[config.mk]
export PLATFORM = sky130hd
export DESIGN_NAME = sha256_stream_hasher
export DESIGN_NICKNAME = d
export VERILOG_FILES = /design/src/rtl/core/sha256_pkg.sv /design/src/rtl/core/sha256_front.sv /design/src/rtl/core/sha256_back.sv /design/src/rtl/core/sha256_stream_hasher.sv
export SDC_FILE = /design/constraint.sdc
export NUM_CORES = 2
export LEC_CHECK = 0
export ABC_AREA = 1
export BUFFER_PORTS_ARGS = -buffer_cell sky130_fd_sc_hd__buf_2
export CORE_ASPECT_RATIO = 0.9
export CORE_MARGIN = 3
export CORE_UTILIZATION = 35
export CTS_CLUSTER_SIZE = 24
export DETAILED_ROUTE_END_ITERATION = 8
export SLEW_MARGIN = 30
export SYNTH_ARGS = -nofsm -noshare
export SYNTH_HDL_FRONTEND = slang
export SYNTH_SLANG_ARGS = --single-unit
[constraint.sdc]
create_clock -name clk -period 12.11 [get_ports clk]
set_clock_uncertainty 0.1 [all_clocks]
set_input_delay 0.6055 -clock clk [delete_from_list [all_inputs] [get_ports clk]]
set_output_delay 0.6055 -clock clk [all_outputs]
set_load 0.02 [all_outputs]
[src/rtl/core/sha256_pkg.sv]
`timescale 1ns / 1ps
`default_nettype none
package sha256_pkg;

  localparam int BlockBytes = 64;
  localparam int Rounds     = 64;

  typedef logic [31:0] word_t;

  typedef enum logic [2:0] {
    ST_IDLE,
    ST_LOAD,
    ST_ROUND,
    ST_ADD,
    ST_EMIT
  } core_state_t;

  typedef struct packed {
    logic [7:0] data;
    logic       has_byte;
    logic       eom;
  } fifo_item_t;

  function automatic word_t iv_word(input logic [2:0] i);
    word_t r;
    unique case (i)
      3'd0: r = 32'h6a09e667;
      3'd1: r = 32'hbb67ae85;
      3'd2: r = 32'h3c6ef372;
      3'd3: r = 32'ha54ff53a;
      3'd4: r = 32'h510e527f;
      3'd5: r = 32'h9b05688c;
      3'd6: r = 32'h1f83d9ab;
      default: r = 32'h5be0cd19;
    endcase
    return r;
  endfunction

  function automatic word_t round_k(input logic [5:0] i);
    word_t r;
    unique case (i)
      6'd0: r = 32'h428a2f98; 6'd1: r = 32'h71374491; 6'd2: r = 32'hb5c0fbcf;
      6'd3: r = 32'he9b5dba5; 6'd4: r = 32'h3956c25b; 6'd5: r = 32'h59f111f1;
      6'd6: r = 32'h923f82a4; 6'd7: r = 32'hab1c5ed5; 6'd8: r = 32'hd807aa98;
      6'd9: r = 32'h12835b01; 6'd10: r = 32'h243185be; 6'd11: r = 32'h550c7dc3;
      6'd12: r = 32'h72be5d74; 6'd13: r = 32'h80deb1fe; 6'd14: r = 32'h9bdc06a7;
      6'd15: r = 32'hc19bf174; 6'd16: r = 32'he49b69c1; 6'd17: r = 32'hefbe4786;
      6'd18: r = 32'h0fc19dc6; 6'd19: r = 32'h240ca1cc; 6'd20: r = 32'h2de92c6f;
      6'd21: r = 32'h4a7484aa; 6'd22: r = 32'h5cb0a9dc; 6'd23: r = 32'h76f988da;
      6'd24: r = 32'h983e5152; 6'd25: r = 32'ha831c66d; 6'd26: r = 32'hb00327c8;
      6'd27: r = 32'hbf597fc7; 6'd28: r = 32'hc6e00bf3; 6'd29: r = 32'hd5a79147;
      6'd30: r = 32'h06ca6351; 6'd31: r = 32'h14292967; 6'd32: r = 32'h27b70a85;
      6'd33: r = 32'h2e1b2138; 6'd34: r = 32'h4d2c6dfc; 6'd35: r = 32'h53380d13;
      6'd36: r = 32'h650a7354; 6'd37: r = 32'h766a0abb; 6'd38: r = 32'h81c2c92e;
      6'd39: r = 32'h92722c85; 6'd40: r = 32'ha2bfe8a1; 6'd41: r = 32'ha81a664b;
      6'd42: r = 32'hc24b8b70; 6'd43: r = 32'hc76c51a3; 6'd44: r = 32'hd192e819;
      6'd45: r = 32'hd6990624; 6'd46: r = 32'hf40e3585; 6'd47: r = 32'h106aa070;
      6'd48: r = 32'h19a4c116; 6'd49: r = 32'h1e376c08; 6'd50: r = 32'h2748774c;
      6'd51: r = 32'h34b0bcb5; 6'd52: r = 32'h391c0cb3; 6'd53: r = 32'h4ed8aa4a;
      6'd54: r = 32'h5b9cca4f; 6'd55: r = 32'h682e6ff3; 6'd56: r = 32'h748f82ee;
      6'd57: r = 32'h78a5636f; 6'd58: r = 32'h84c87814; 6'd59: r = 32'h8cc70208;
      6'd60: r = 32'h90befffa; 6'd61: r = 32'ha4506ceb; 6'd62: r = 32'hbef9a3f7;
      default: r = 32'hc67178f2;
    endcase
    return r;
  endfunction

  function automatic word_t rotr(input word_t x, input int n);
    return (x >> n) | (x << (32 - n));
  endfunction

endpackage
`default_nettype wire

[src/rtl/core/sha256_front.sv]
`timescale 1ns / 1ps
`default_nettype none
// Input word queue between the handshake and the compression engine.
module sha256_front
  import sha256_pkg::*;
#(
  parameter int Depth = 4
) (
  input  wire logic       clk,
  input  wire logic       rst_n,
  input  wire logic       push,
  output logic            full,
  input  wire fifo_item_t wr_item,
  input  wire logic       rd_en,
  output logic            rd_valid,
  output fifo_item_t      rd_item
);
  localparam int AW = (Depth > 1) ? $clog2(Depth) : 1;

  fifo_item_t        mem [Depth];
  logic [AW-1:0]     wp_r, rp_r;
  logic [AW:0]       cnt_r;
  logic              wr, rd;

  assign full     = (cnt_r == (AW+1)'(Depth));
  assign rd_valid = (cnt_r != '0);
  assign wr       = push && !full;
  assign rd       = rd_en && rd_valid;
  assign rd_item  = mem[rp_r];

  function automatic logic [AW-1:0] inc(input logic [AW-1:0] p);
    return (p == AW'(Depth - 1)) ? '0 : p + 1'b1;
  endfunction

  always_ff @(posedge clk) begin
    if (wr) begin
      mem[wp_r] <= wr_item;
    end
  end

  always_ff @(posedge clk) begin
    if (!rst_n) begin
      wp_r  <= '0;
      rp_r  <= '0;
      cnt_r <= '0;
    end else begin
      if (wr) wp_r <= inc(wp_r);
      if (rd) rp_r <= inc(rp_r);
      cnt_r <= cnt_r + (AW+1)'(wr) - (AW+1)'(rd);
    end
  end
endmodule
`default_nettype wire

[src/rtl/core/sha256_back.sv]
`timescale 1ns / 1ps
`default_nettype none
// Block buffer, padding, 64-round compression and digest output.
module sha256_back
  import sha256_pkg::*;
(
  input  wire logic       clk,
  input  wire logic       rst_n,
  input  wire logic       item_valid,
  input  wire fifo_item_t item,
  output logic            item_take,
  output logic            out_empty,
  input  wire logic       out_pop,
  output logic [31:0]     out_digest_word,
  output logic [2:0]      out_word_index,
  output logic            out_last_word
);
  // message bytes as 16 big-endian words, written one byte a cycle while the engine is idle
  word_t        blk_r [16];
  word_t        w_r [16];
  word_t        v_r [8];
  word_t        h_r [8];
  logic [5:0]   fill_r;
  logic [63:0]  bits_r;
  logic [63:0]  total_r;
  logic [5:0]   rnd_r;
  logic [2:0]   oidx_r;
  logic         fin_r;      // compressing because of end of message
  logic         pad2_r;     // second padding block still due
  logic         eomq_r;     // message end still to be handled after a byte
  core_state_t  st_r, st_nxt;

  // padding pass: pos = fill; build block for a final compression
  logic         do_byte, do_end, blk_full;
  logic [63:0]  total_nxt;
  word_t        w_new, s0, s1, t1, t2, big0, big1, ch, mj;

  assign do_byte = (st_r == ST_IDLE) && item_valid && item.has_byte && !eomq_r;
  assign blk_full = do_byte && (fill_r == 6'd63);
  assign total_nxt = bits_r + {55'd0, fill_r, 3'd0};

  always_comb begin
    s0   = rotr(w_r[1], 7) ^ rotr(w_r[1], 18) ^ (w_r[1] >> 3);
    s1   = rotr(w_r[14], 17) ^ rotr(w_r[14], 19) ^ (w_r[14] >> 10);
    w_new = s1 + w_r[9] + s0 + w_r[0];
    big1 = rotr(v_r[4], 6) ^ rotr(v_r[4], 11) ^ rotr(v_r[4], 25);
    ch   = (v_r[4] & v_r[5]) ^ (~v_r[4] & v_r[6]);
    t1   = v_r[7] + big1 + ch + round_k(rnd_r) + w_r[0];
    big0 = rotr(v_r[0], 2) ^ rotr(v_r[0], 13) ^ rotr(v_r[0], 22);
    mj   = (v_r[0] & v_r[1]) ^ (v_r[0] & v_r[2]) ^ (v_r[1] & v_r[2]);
    t2   = big0 + mj;
  end

  // end handled in IDLE when no byte pending in this item
  assign do_end = (st_r == ST_IDLE) && item_valid &&
                  (eomq_r || (item.eom && !item.has_byte));

  always_comb begin
    st_nxt = st_r;
    unique case (st_r)
      ST_IDLE:  if (blk_full || do_end) st_nxt = ST_LOAD;
      ST_LOAD:  st_nxt = ST_ROUND;
      ST_ROUND: if (rnd_r == 6'd63) st_nxt = ST_ADD;
      ST_ADD:   st_nxt = (fin_r && !pad2_r) ? ST_EMIT
                       : (pad2_r ? ST_LOAD : ST_IDLE);
      ST_EMIT:  if (out_pop && oidx_r == 3'd7) st_nxt = ST_IDLE;
      default:  st_nxt = ST_IDLE;
    endcase
  end

  always_comb begin
    item_take = 1'b0;
    if (st_r == ST_IDLE && item_valid) begin
      if (do_end) item_take = 1'b1;
      else if (do_byte && !item.eom && !blk_full) item_take = 1'b1;
      // word with neither byte nor end is dropped
      else if (!item.has_byte && !item.eom) item_take = 1'b1;
    end
    // a full block without end is taken when its compression finishes
    if (st_r == ST_ADD && !fin_r && !eomq_r) item_take = 1'b1;
  end

  assign out_empty       = (st_r != ST_EMIT);
  assign out_digest_word = h_r[oidx_r];
  assign out_word_index  = oidx_r;
  assign out_last_word   = (oidx_r == 3'd7);

  always_ff @(posedge clk) begin
    if (!rst_n) begin
      st_r   <= ST_IDLE;
      fill_r <= '0;
      bits_r <= '0;
      rnd_r  <= '0;
      oidx_r <= '0;
      fin_r  <= 1'b0;
      pad2_r <= 1'b0;
      eomq_r <= 1'b0;
      for (int i = 0; i < 8; i++) h_r[i] <= iv_word(3'(i));
    end else begin
      st_r <= st_nxt;
      unique case (st_r)
        ST_IDLE: begin
          if (do_byte) begin
            fill_r <= fill_r + 6'd1;
            if (item.eom && !blk_full) eomq_r <= 1'b1;
            if (blk_full) begin
              fin_r  <= 1'b0;
              eomq_r <= item.eom;
            end
          end else if (do_end) begin
            // pad the partial block in place
            eomq_r  <= 1'b0;
            fin_r   <= 1'b1;
            total_r <= total_nxt;
            pad2_r  <= (fill_r > 6'd55);
          end
        end
        ST_LOAD: begin
          rnd_r <= '0;
        end
        ST_ROUND: begin
          rnd_r <= rnd_r + 6'd1;
        end
        ST_ADD: begin
          for (int i = 0; i < 8; i++) h_r[i] <= h_r[i] + v_r[i];
          if (!fin_r) bits_r <= bits_r + 64'd512;
          if (pad2_r) pad2_r <= 1'b0;
          if (!fin_r) fill_r <= '0;
          oidx_r <= '0;
        end
        ST_EMIT: begin
          if (out_pop) begin
            oidx_r <= oidx_r + 3'd1;
            if (oidx_r == 3'd7) begin
              for (int i = 0; i < 8; i++) h_r[i] <= iv_word(3'(i));
              fill_r <= '0;
              bits_r <= '0;
              fin_r  <= 1'b0;
            end
          end
        end
        default: ;
      endcase
    end
  end

  // block words and schedule window
  always_ff @(posedge clk) begin
    if (do_byte) begin
      blk_r[fill_r[5:2]][8*(3-fill_r[1:0]) +: 8] <= item.data;
    end else if (do_end || (st_r == ST_ADD && pad2_r)) begin
      for (int j = 0; j < 16; j++) begin
        if (st_r == ST_ADD) begin
          // second padding block: zeros and length only
          blk_r[j] <= (j == 14) ? total_r[63:32] : (j == 15) ? total_r[31:0] : '0;
        end else begin
          for (int b = 0; b < 4; b++) begin
            if (4*j + b < int'(fill_r)) begin
              blk_r[j][8*(3-b) +: 8] <= blk_r[j][8*(3-b) +: 8];
            end else if (4*j + b == int'(fill_r)) begin
              blk_r[j][8*(3-b) +: 8] <= 8'h80;
            end else if (j >= 14 && fill_r <= 6'd55) begin
              blk_r[j][8*(3-b) +: 8] <= 8'(total_nxt >> (8*(7 - (4*(j-14) + b))));
            end else begin
              blk_r[j][8*(3-b) +: 8] <= 8'h00;
            end
          end
        end
      end
    end
    if (st_r == ST_LOAD) begin
      for (int j = 0; j < 16; j++) w_r[j] <= blk_r[j];
      for (int i = 0; i < 8; i++) v_r[i] <= h_r[i];
    end else if (st_r == ST_ROUND) begin
      for (int j = 0; j < 15; j++) w_r[j] <= w_r[j+1];
      w_r[15] <= w_new;
      v_r[7] <= v_r[6]; v_r[6] <= v_r[5]; v_r[5] <= v_r[4];
      v_r[4] <= v_r[3] + t1;
      v_r[3] <= v_r[2]; v_r[2] <= v_r[1]; v_r[1] <= v_r[0];
      v_r[0] <= t1 + t2;
    end
  end
endmodule
`default_nettype wire

[src/rtl/core/sha256_stream_hasher.sv]
`timescale 1ns / 1ps
`default_nettype none
// channel  | handshake     | word
// in       | push / full   | in_data_byte, in_has_byte, in_end_of_message
// out      | empty / pop   | out_digest_word, out_word_index, out_last_word
// The engine takes byte words while idle; the 64th byte of a block starts
// a compression (load, 64 rounds on one round unit, add).
// End of message costs one or two compressions, then eight digest words.
// A short input queue holds words while the engine compresses.
// Synchronous active-low reset restores the initial hash value.
module sha256_stream_hasher
  import sha256_pkg::*;
#(
  parameter int QueueDepth = 4
) (
  input  wire logic        clk,
  input  wire logic        rst_n,
  input  wire logic        push,
  output logic             full,
  input  wire logic [7:0]  in_data_byte,
  input  wire logic        in_has_byte,
  input  wire logic        in_end_of_message,
  output logic             empty,
  input  wire logic        pop,
  output logic [31:0]      out_digest_word,
  output logic [2:0]       out_word_index,
  output logic             out_last_word
);
  fifo_item_t wr_item, rd_item;
  logic       rd_valid, rd_en;

  assign wr_item = '{data: in_data_byte, has_byte: in_has_byte, eom: in_end_of_message};

  sha256_front #(.Depth(QueueDepth)) u_front (
    .clk, .rst_n, .push, .full, .wr_item,
    .rd_en, .rd_valid, .rd_item
  );

  sha256_back u_back (
    .clk, .rst_n,
    .item_valid(rd_valid), .item(rd_item), .item_take(rd_en),
    .out_empty(empty), .out_pop(pop),
    .out_digest_word, .out_word_index, .out_last_word
  );
endmodule
`default_nettype wire

==> Word-level counts from Yosys, hierarchy flattened <==
Memory sizes are Yosys's and may differ from the RTL's. A register that Yosys moved wholly into a read port is not among the register bits.
Index checks and enable logic that the tools add are counted.
{ "op_classes": {"n_shift": 2, "addsub": 29, "n_eq_ne": 86, "n_mux": 1477, "n_bitwise": 267, "reduce_logical": 45, "n_lt_le_gt_ge": 65} }
{ "op_table": {"columns": ["cell", "n"], "rows": [
  ["$mux 32", 83],
  ["$mux 8", 199],
  ["$mux 1", 1167],
  ["$add 32x32->32", 18],
  ["$xor 32x32->32", 9],
  ["$or 1x1->1", 239],
  ["$eq 6x6->1 const A", 32],
  ["$mux 64", 3],
  ["$lt 6x6->1 const A", 31],
  ["$and 32x32->32", 5],
  ["$pmux 64 s2", 1],
  ["$eq 5x6->1 const A", 16],
  ["$lt 5x6->1 const A", 16],
  ["$add 64x10->64 const B", 1],
  ["$add 64x9->64", 1],
  ["$eq 4x6->1 const A", 8],
  ["$lt 4x6->1 const A", 8],
  ["$mux 6", 6],
  ["$neg 32->34", 1],
  ["$shift 8x34->32 const A", 1],
  ["$shiftx 8x34->32", 1],
  ["$not 32->32", 1],
  ["$or 10x32->32", 1],
  ["$or 13x32->32", 1],
  ["other kinds (54)", 122]
]} }
{ "totals": {"in_bits": 14, "register_bits": 156, "rom_bits": 2048, "mem_count": 6, "elab_cells": 1989, "out_inout_bits": 38, "ram_bits": 1576} }
{ "memory_table": {"columns": ["memory", "depth", "word_bits", "rd", "rd_clocked_by_memory_dff", "wr", "line_no", "source"], "rows": [
  ["(name not given)", 64, 32, 1, 1, 0, "sha256_pkg.sv:41", "unique case (i)"],
  ["u_back.blk_r", 16, 32, 16, 0, 16, "sha256_back.sv:19", "word_t blk_r [16];"],
  ["u_back.w_r", 16, 32, 16, 0, 16, "sha256_back.sv:20", "word_t w_r [16];"],
  ["u_back.h_r", 8, 32, 9, 1, 8, "sha256_back.sv:22", "word_t h_r [8];"],
  ["u_back.v_r", 8, 32, 8, 0, 8, "sha256_back.sv:21", "word_t v_r [8];"],
  ["u_front.mem", 4, 10, 1, 1, 1, "sha256_front.sv:20", "fifo_item_t mem [Depth];"]
]} }

==> Longest topological paths before layout <==
{ "logic_depth": {"word_depth": 14, "depth_mapped": 34, "ltp_nobuf": 33} }

==> Cells and area by module <==
Synthesis repeated with hierarchy kept, for this count alone.
{ "hier_totals": {"cells_unflattened": 12555, "hier_area_um2": 105553.7} }
{ "modules_own_cells": {"columns": ["module", "n_inst", "seq_area_each_um2", "area_each_um2", "cells_per_inst"], "rows": [
  ["sha256_back", 1, 48896.9, 103576.8, 12393],
  ["sha256_front", 1, 1381.3, 1976.9, 162]
]} }

==> Least setup slack after synthesis <==
Ideal clock, no wire load.
{ "synth_path": {"path_kind": "reg2reg", "from": "reg u_back.st_r[2]", "to": "reg (tool-made name)", "required_ns": 11.897, "n_path_buf": 1, "path_stages_with_launch": 16, "period_less_slack_ns": 8.562, "arrival_time_ns": 8.349, "slack_ns": 3.548, "setup_ns": 0.113, "cell_sequence": "dfxtp_1 -> nor2_2 -> nand2_2 -> buf_4 -> nand2_4 -> o21ai_0 -> o211ai_2 -> ha_1 -> inv_1 -> nor2_1 -> inv_1 -> nand2_1 -> o211ai_1 -> o21ai_0 -> nand2_1 -> nand2_1"} }
{ "synth_rtl": {"columns": ["element", "line_no", "source"], "rows": [
  ["start, declared", "sha256_back.sv:31", "core_state_t st_r, st_nxt;"],
  ["start signal, assigned", "sha256_back.sv:100", "st_r <= st_nxt;"]
]} }

==> tab_implementation.tex <==
\begin{tabular}{lr}
\hline
Metric & Value \\
\hline
\multicolumn{2}{l}{\textbf{Setup path}} \\
\quad Startpoint types & flop \\
\quad Data required time of the worst path & 12.59 ns \\
\quad Delay of the slowest cell on the worst path & 0.67 ns \\
\quad Reg2reg start & u\_back.w\_r[0][5]\$\_DFFE\_PP\_ \\
\quad Depth of the most critical reg-to-reg path & 27 \\
\quad Crit Path Max Fanout & 5 \\
\quad Slowest-stage cell, CP & sky130\_fd\_sc\_hd\_\_o21ai\_0 \\
\quad Critical path class & flop to flop \\
\quad Cell seen most often among critical-path stages & sky130\_fd\_sc\_hd\_\_nand2\_1 \\
\quad Buffer and inverter count on the worst path & 4 \\
\quad Setup slack of the most critical reg-to-reg path & 4.93 ns \\
\quad Crit. End Element & flop \\
\quad Arrival time at the worst endpoint & between 7 and 8 ns \\
\quad Delay-heaviest family, CP & adder cells \\
\quad Capture instance of the worst register-to-register path & u\_back.v\_r[0][23]\$\_DFFE\_PP\_ \\
\multicolumn{2}{l}{\textbf{Global route}} \\
\quad Number of global-route vias before repair & between 80000 and 90000 \\
\quad GRT overflow & 0 \\
\quad Global-route wire length before repair & 584000 µm \\
\quad Largest net degree at the start of global routing & 167 \\
\quad Number of antenna violations at the first check in global routing & 17 \\
\quad GRT Overall Usage & 0.256 \\
\multicolumn{2}{l}{\textbf{Synth}} \\
\quad YS warnings & 0 \\
\quad Post-Synthesis Mean Instance Area & 8.39 µm² \\
\quad Async set-or-reset flop fraction in the synthesized netlist & 0 \\
\quad Number of flops mapped to enable cells by yosys & 1509 \\
\quad Number of register bits inferred by synthesis & 1757 \\
\quad Biggest area contributors in the synthesized netlist & sky130\_fd\_sc\_hd\_\_edfxtp\_1, sky130\_fd\_sc\_hd\_\_nand2\_1, sky130\_fd\_sc\_hd\_\_inv\_1 \\
\quad Count leader, synth & sky130\_fd\_sc\_hd\_\_nand2\_1 \\
\quad Number of cells produced by synthesis & 12500 \\
\quad Count of distinct cell types in the synthesized netlist & 64 \\
\quad Most area-hungry cell type in the Yosys netlist & sky130\_fd\_sc\_hd\_\_edfxtp\_1 \\
\quad Net count of the mapped netlist & between 10000 and 15000 \\
\quad Predominant post-synthesis flop cell & sky130\_fd\_sc\_hd\_\_edfxtp\_1 \\
\quad Share of synthesized area occupied by flip-flops and latches & 0.477 \\
\quad Mapped Area & 0.105 mm² \\
\quad Area share of the leading cell type in the synthesized netlist & 0.430 \\
\quad Leading cell types by count after synthesis & sky130\_fd\_sc\_hd\_\_nand2\_1, sky130\_fd\_sc\_hd\_\_edfxtp\_1, sky130\_fd\_sc\_hd\_\_inv\_1, sky130\_fd\_sc\_hd\_\_o21ai\_0, sky130\_fd\_sc\_hd\_\_a21oi\_1 \\
\multicolumn{2}{l}{\textbf{Detailed routing}} \\
\quad Routed via count & 89400 \\
\quad Count of TritonRoute iterations in the first routing pass & 7 \\
\quad Routed Wire Length & 406000 µm \\
\quad Number of routed nets with antenna violations & 0 \\
\quad Number of design-rule violations left by the first detailed-router iteration & 11600 \\
\quad Number of vias per cell after detailed routing & between 5 and 6 \\
\quad Number of remaining DRC errors & 0 \\
\quad Routed length per instance & $\sim$25 µm \\
\multicolumn{2}{l}{\textbf{Floorplanning}} \\
\quad Effective utilization at floorplan & 0.353 \\
\quad I/O pin count & 52 \\
\quad Row count & 190 \\
\quad DIE WIDTH & about 580 µm \\
\quad Die ar. & 0.308 mm² \\
\quad Area of the core region & $\sim$0.3 mm² \\
\quad Floorplan die height & 526 µm \\
\multicolumn{2}{l}{\textbf{Cells and area}} \\
\quad Share of layout cells above drive strength 1 & 0.0452 \\
\quad Area taken by multi-input logic gates & 0.0474 mm² \\
\quad Fill count & around 30000 \\
\quad Area growth, synth to finish & 9.51\% \\
\quad Register area & 0.0503 mm² \\
\quad Count of nets after finishing & 12900 \\
\multicolumn{2}{l}{\textbf{Outcome}} \\
\quad Outcome & completed \\
\multicolumn{2}{l}{\textbf{CTS}} \\
\quad Clock buffers created by TritonCTS & 193 \\
\quad Number of clock sinks seen by CTS & 1757 \\
\quad Clock tree buffer depth & 4 \\
\quad Clock tree from TritonCTS & yes \\
\quad Root Buffer Master & sky130\_fd\_sc\_hd\_\_clkbuf\_16 \\
\quad Worst-Skew Late Latency & 0.91 ns \\
\quad CTS clk-pin slew, worst paths & 0.06 ns \\
\quad CTS H-tree depth & 4 \\
\quad Total of cells resized after clock tree synthesis & 0 \\
\multicolumn{2}{l}{\textbf{STA}} \\
\quad Final Hold Violating Endpoints & 0 \\
\quad Tightest slew margin relative to the limit & 0.293 \\
\quad Unrepaired setup endpoints after global routing & false \\
\quad Post-route minimum period & approximately 7 ns \\
\quad Number of max-slew violations in the final report & 0 \\
\quad Worst Max-Slew Pin Slew & 1.05 ns \\
\quad Final total negative setup slack & 0 ns \\
\quad Period Utilization, post-route & 0.593 \\
\quad Fmax & 139 MHz \\
\quad Final setup viols & 0 \\
\multicolumn{2}{l}{\textbf{Placement}} \\
\quad Last weighted congestion value of the routability-driven placer & 1.03 \\
\quad Count of input and output buffers & 51 \\
\quad Placed wire-length estimate after detailed placement & a little over 300000 µm \\
\multicolumn{2}{l}{\textbf{Min path}} \\
\quad Hold wc startpoint & pop \\
\quad Worst Hold Depth & 5 \\
\quad Worst hold path endpoint & u\_back.out\_word\_index[2]\$\_SDFFE\_PN0P\_ \\
\quad Worst min-delay path category & input pin to flop \\
\multicolumn{2}{l}{\textbf{Run}} \\
\quad Max-Cap Viols & 0 \\
\hline
\end{tabular}
## per-stage QoR
step | instances | utilization | hold slack [ns] | area [µm²] | setup WS, ns
3_3_place_gp | 16100 | 0.365 | 0.333 | 109000 | 5.19
5_1_grt | 16400 | 0.386 | 0.107 | 115000 | 4.60
3_5_place_dp | 16100 | 0.366 | 0.344 | 109000 | 5.14
2_1_floorplan | 12500 | - | 0.339 | 105000 | 3.55
6_report | 16400 | 0.386 | 0.0818 | 115000 | 4.93
4_1_cts | 16400 | 0.386 | 0.0330 | 115000 | 5.05
## cells by family after synthesis
logic type | count (synthesis) | share of synthesized area
and+or+nand+nor | 5482 | 0.212
AOI/OAI and AO/OA | 2305 | 0.120
buffers and inverters | 2030 | 0.0739
DFF | 1757 | 0.477
adders and majority gates | 616 | 0.0868
xor gates and xnor gates | 355 | 0.0295
## how the worst max path moves through the flow
stage | slack, ns | start | to | cells after the start
2_1_floorplan | 3.55 | u_back.st_r[2]$_SDFFE_PN0P_ | flop | 15
3_3_place_gp | 5.19 | u_back.w_r[0][5]$_DFFE_PP_ | u_back.v_r[0][23]$_DFFE_PP_ | 27
3_5_place_dp | 5.14 | u_back.w_r[0][5]$_DFFE_PP_ | u_back.v_r[0][23]$_DFFE_PP_ | 27
4_1_cts | 5.05 | u_back.w_r[0][5]$_DFFE_PP_ | u_back.v_r[0][23]$_DFFE_PP_ | 27
5_1_grt | 4.60 | u_back.w_r[0][5]$_DFFE_PP_ | u_back.v_r[0][22]$_DFFE_PP_ | 29
6_report | 4.93 | u_back.w_r[0][5]$_DFFE_PP_ | u_back.v_r[0][23]$_DFFE_PP_ | 27
## final cells by class
class	instances	area share
timing repair buffer	170	0.0111
tap	3936	0.0427
clock buffer	245	0.0446
sequential	1757	0.436
multi-input combinational	8758	0.411
clock inverter	93	0.00675
inverter	1454	0.0475
antenna	4	0.0000868
## state kept, by name (all words and copies together) (netlist names), named ones only
register / flops
u_back.rnd_r: 6
u_back.eomq_r: 1
u_back.bits_r: 55
u_back.v_r: 256
u_back.blk_r: 512
u_back.fill_r: 6
u_back.total_r: 61
u_front.wp_r: 2
u_back.st_r: 3
u_front.cnt_r: 3
u_back.pad2_r: 1
u_back.w_r: 512
u_back.h_r: 256
u_front.mem: 40
u_back.out_word_index: 3
u_front.rp_r: 2
u_back.fin_r: 1
## what timing repair did
| action | CTS | global route |
|---|---|---|
| buffers inserted | 0 | 0 |
| endpoints found under the hold margin | 40 | 0 |
| hold buffers | 10 | 0 |
## cells in the final DEF (no fill, tap or decap), drive strengths merged, types with 248 or more instances in the layout
master,Yosys,routed
nor3,384,384
nor2,804,804
ha,405,405
edfxtp,1509,1509
nand2,3596,3596
o21ai,1049,1049
inv,1448,1458
dfxtp,248,248
nand3,476,476
a21oi,801,801
## routing by layer
metal	GRT usage	routed length [µm]	vias to the layer above	share of wire
met4	0.0873	15800	4	0.039
met3	0.0531	41500	680	0.10
met5	0	27	-	0.000067
met2	0.378	172000	4287	0.42
met1	0.369	177000	43100	0.44
li1	-	-	41400	-
## tightest hold or removal path, delay by kind of cell
kind,cells,cell delay (ns)
buffers and inverters,2,0.18
and+or+nand+nor,2,0.14
AOI/OAI and AO/OA,1,0.08
Power is not shown: default switching activity piles up to over one toggle a cycle in this logic, so the estimate is an artifact.
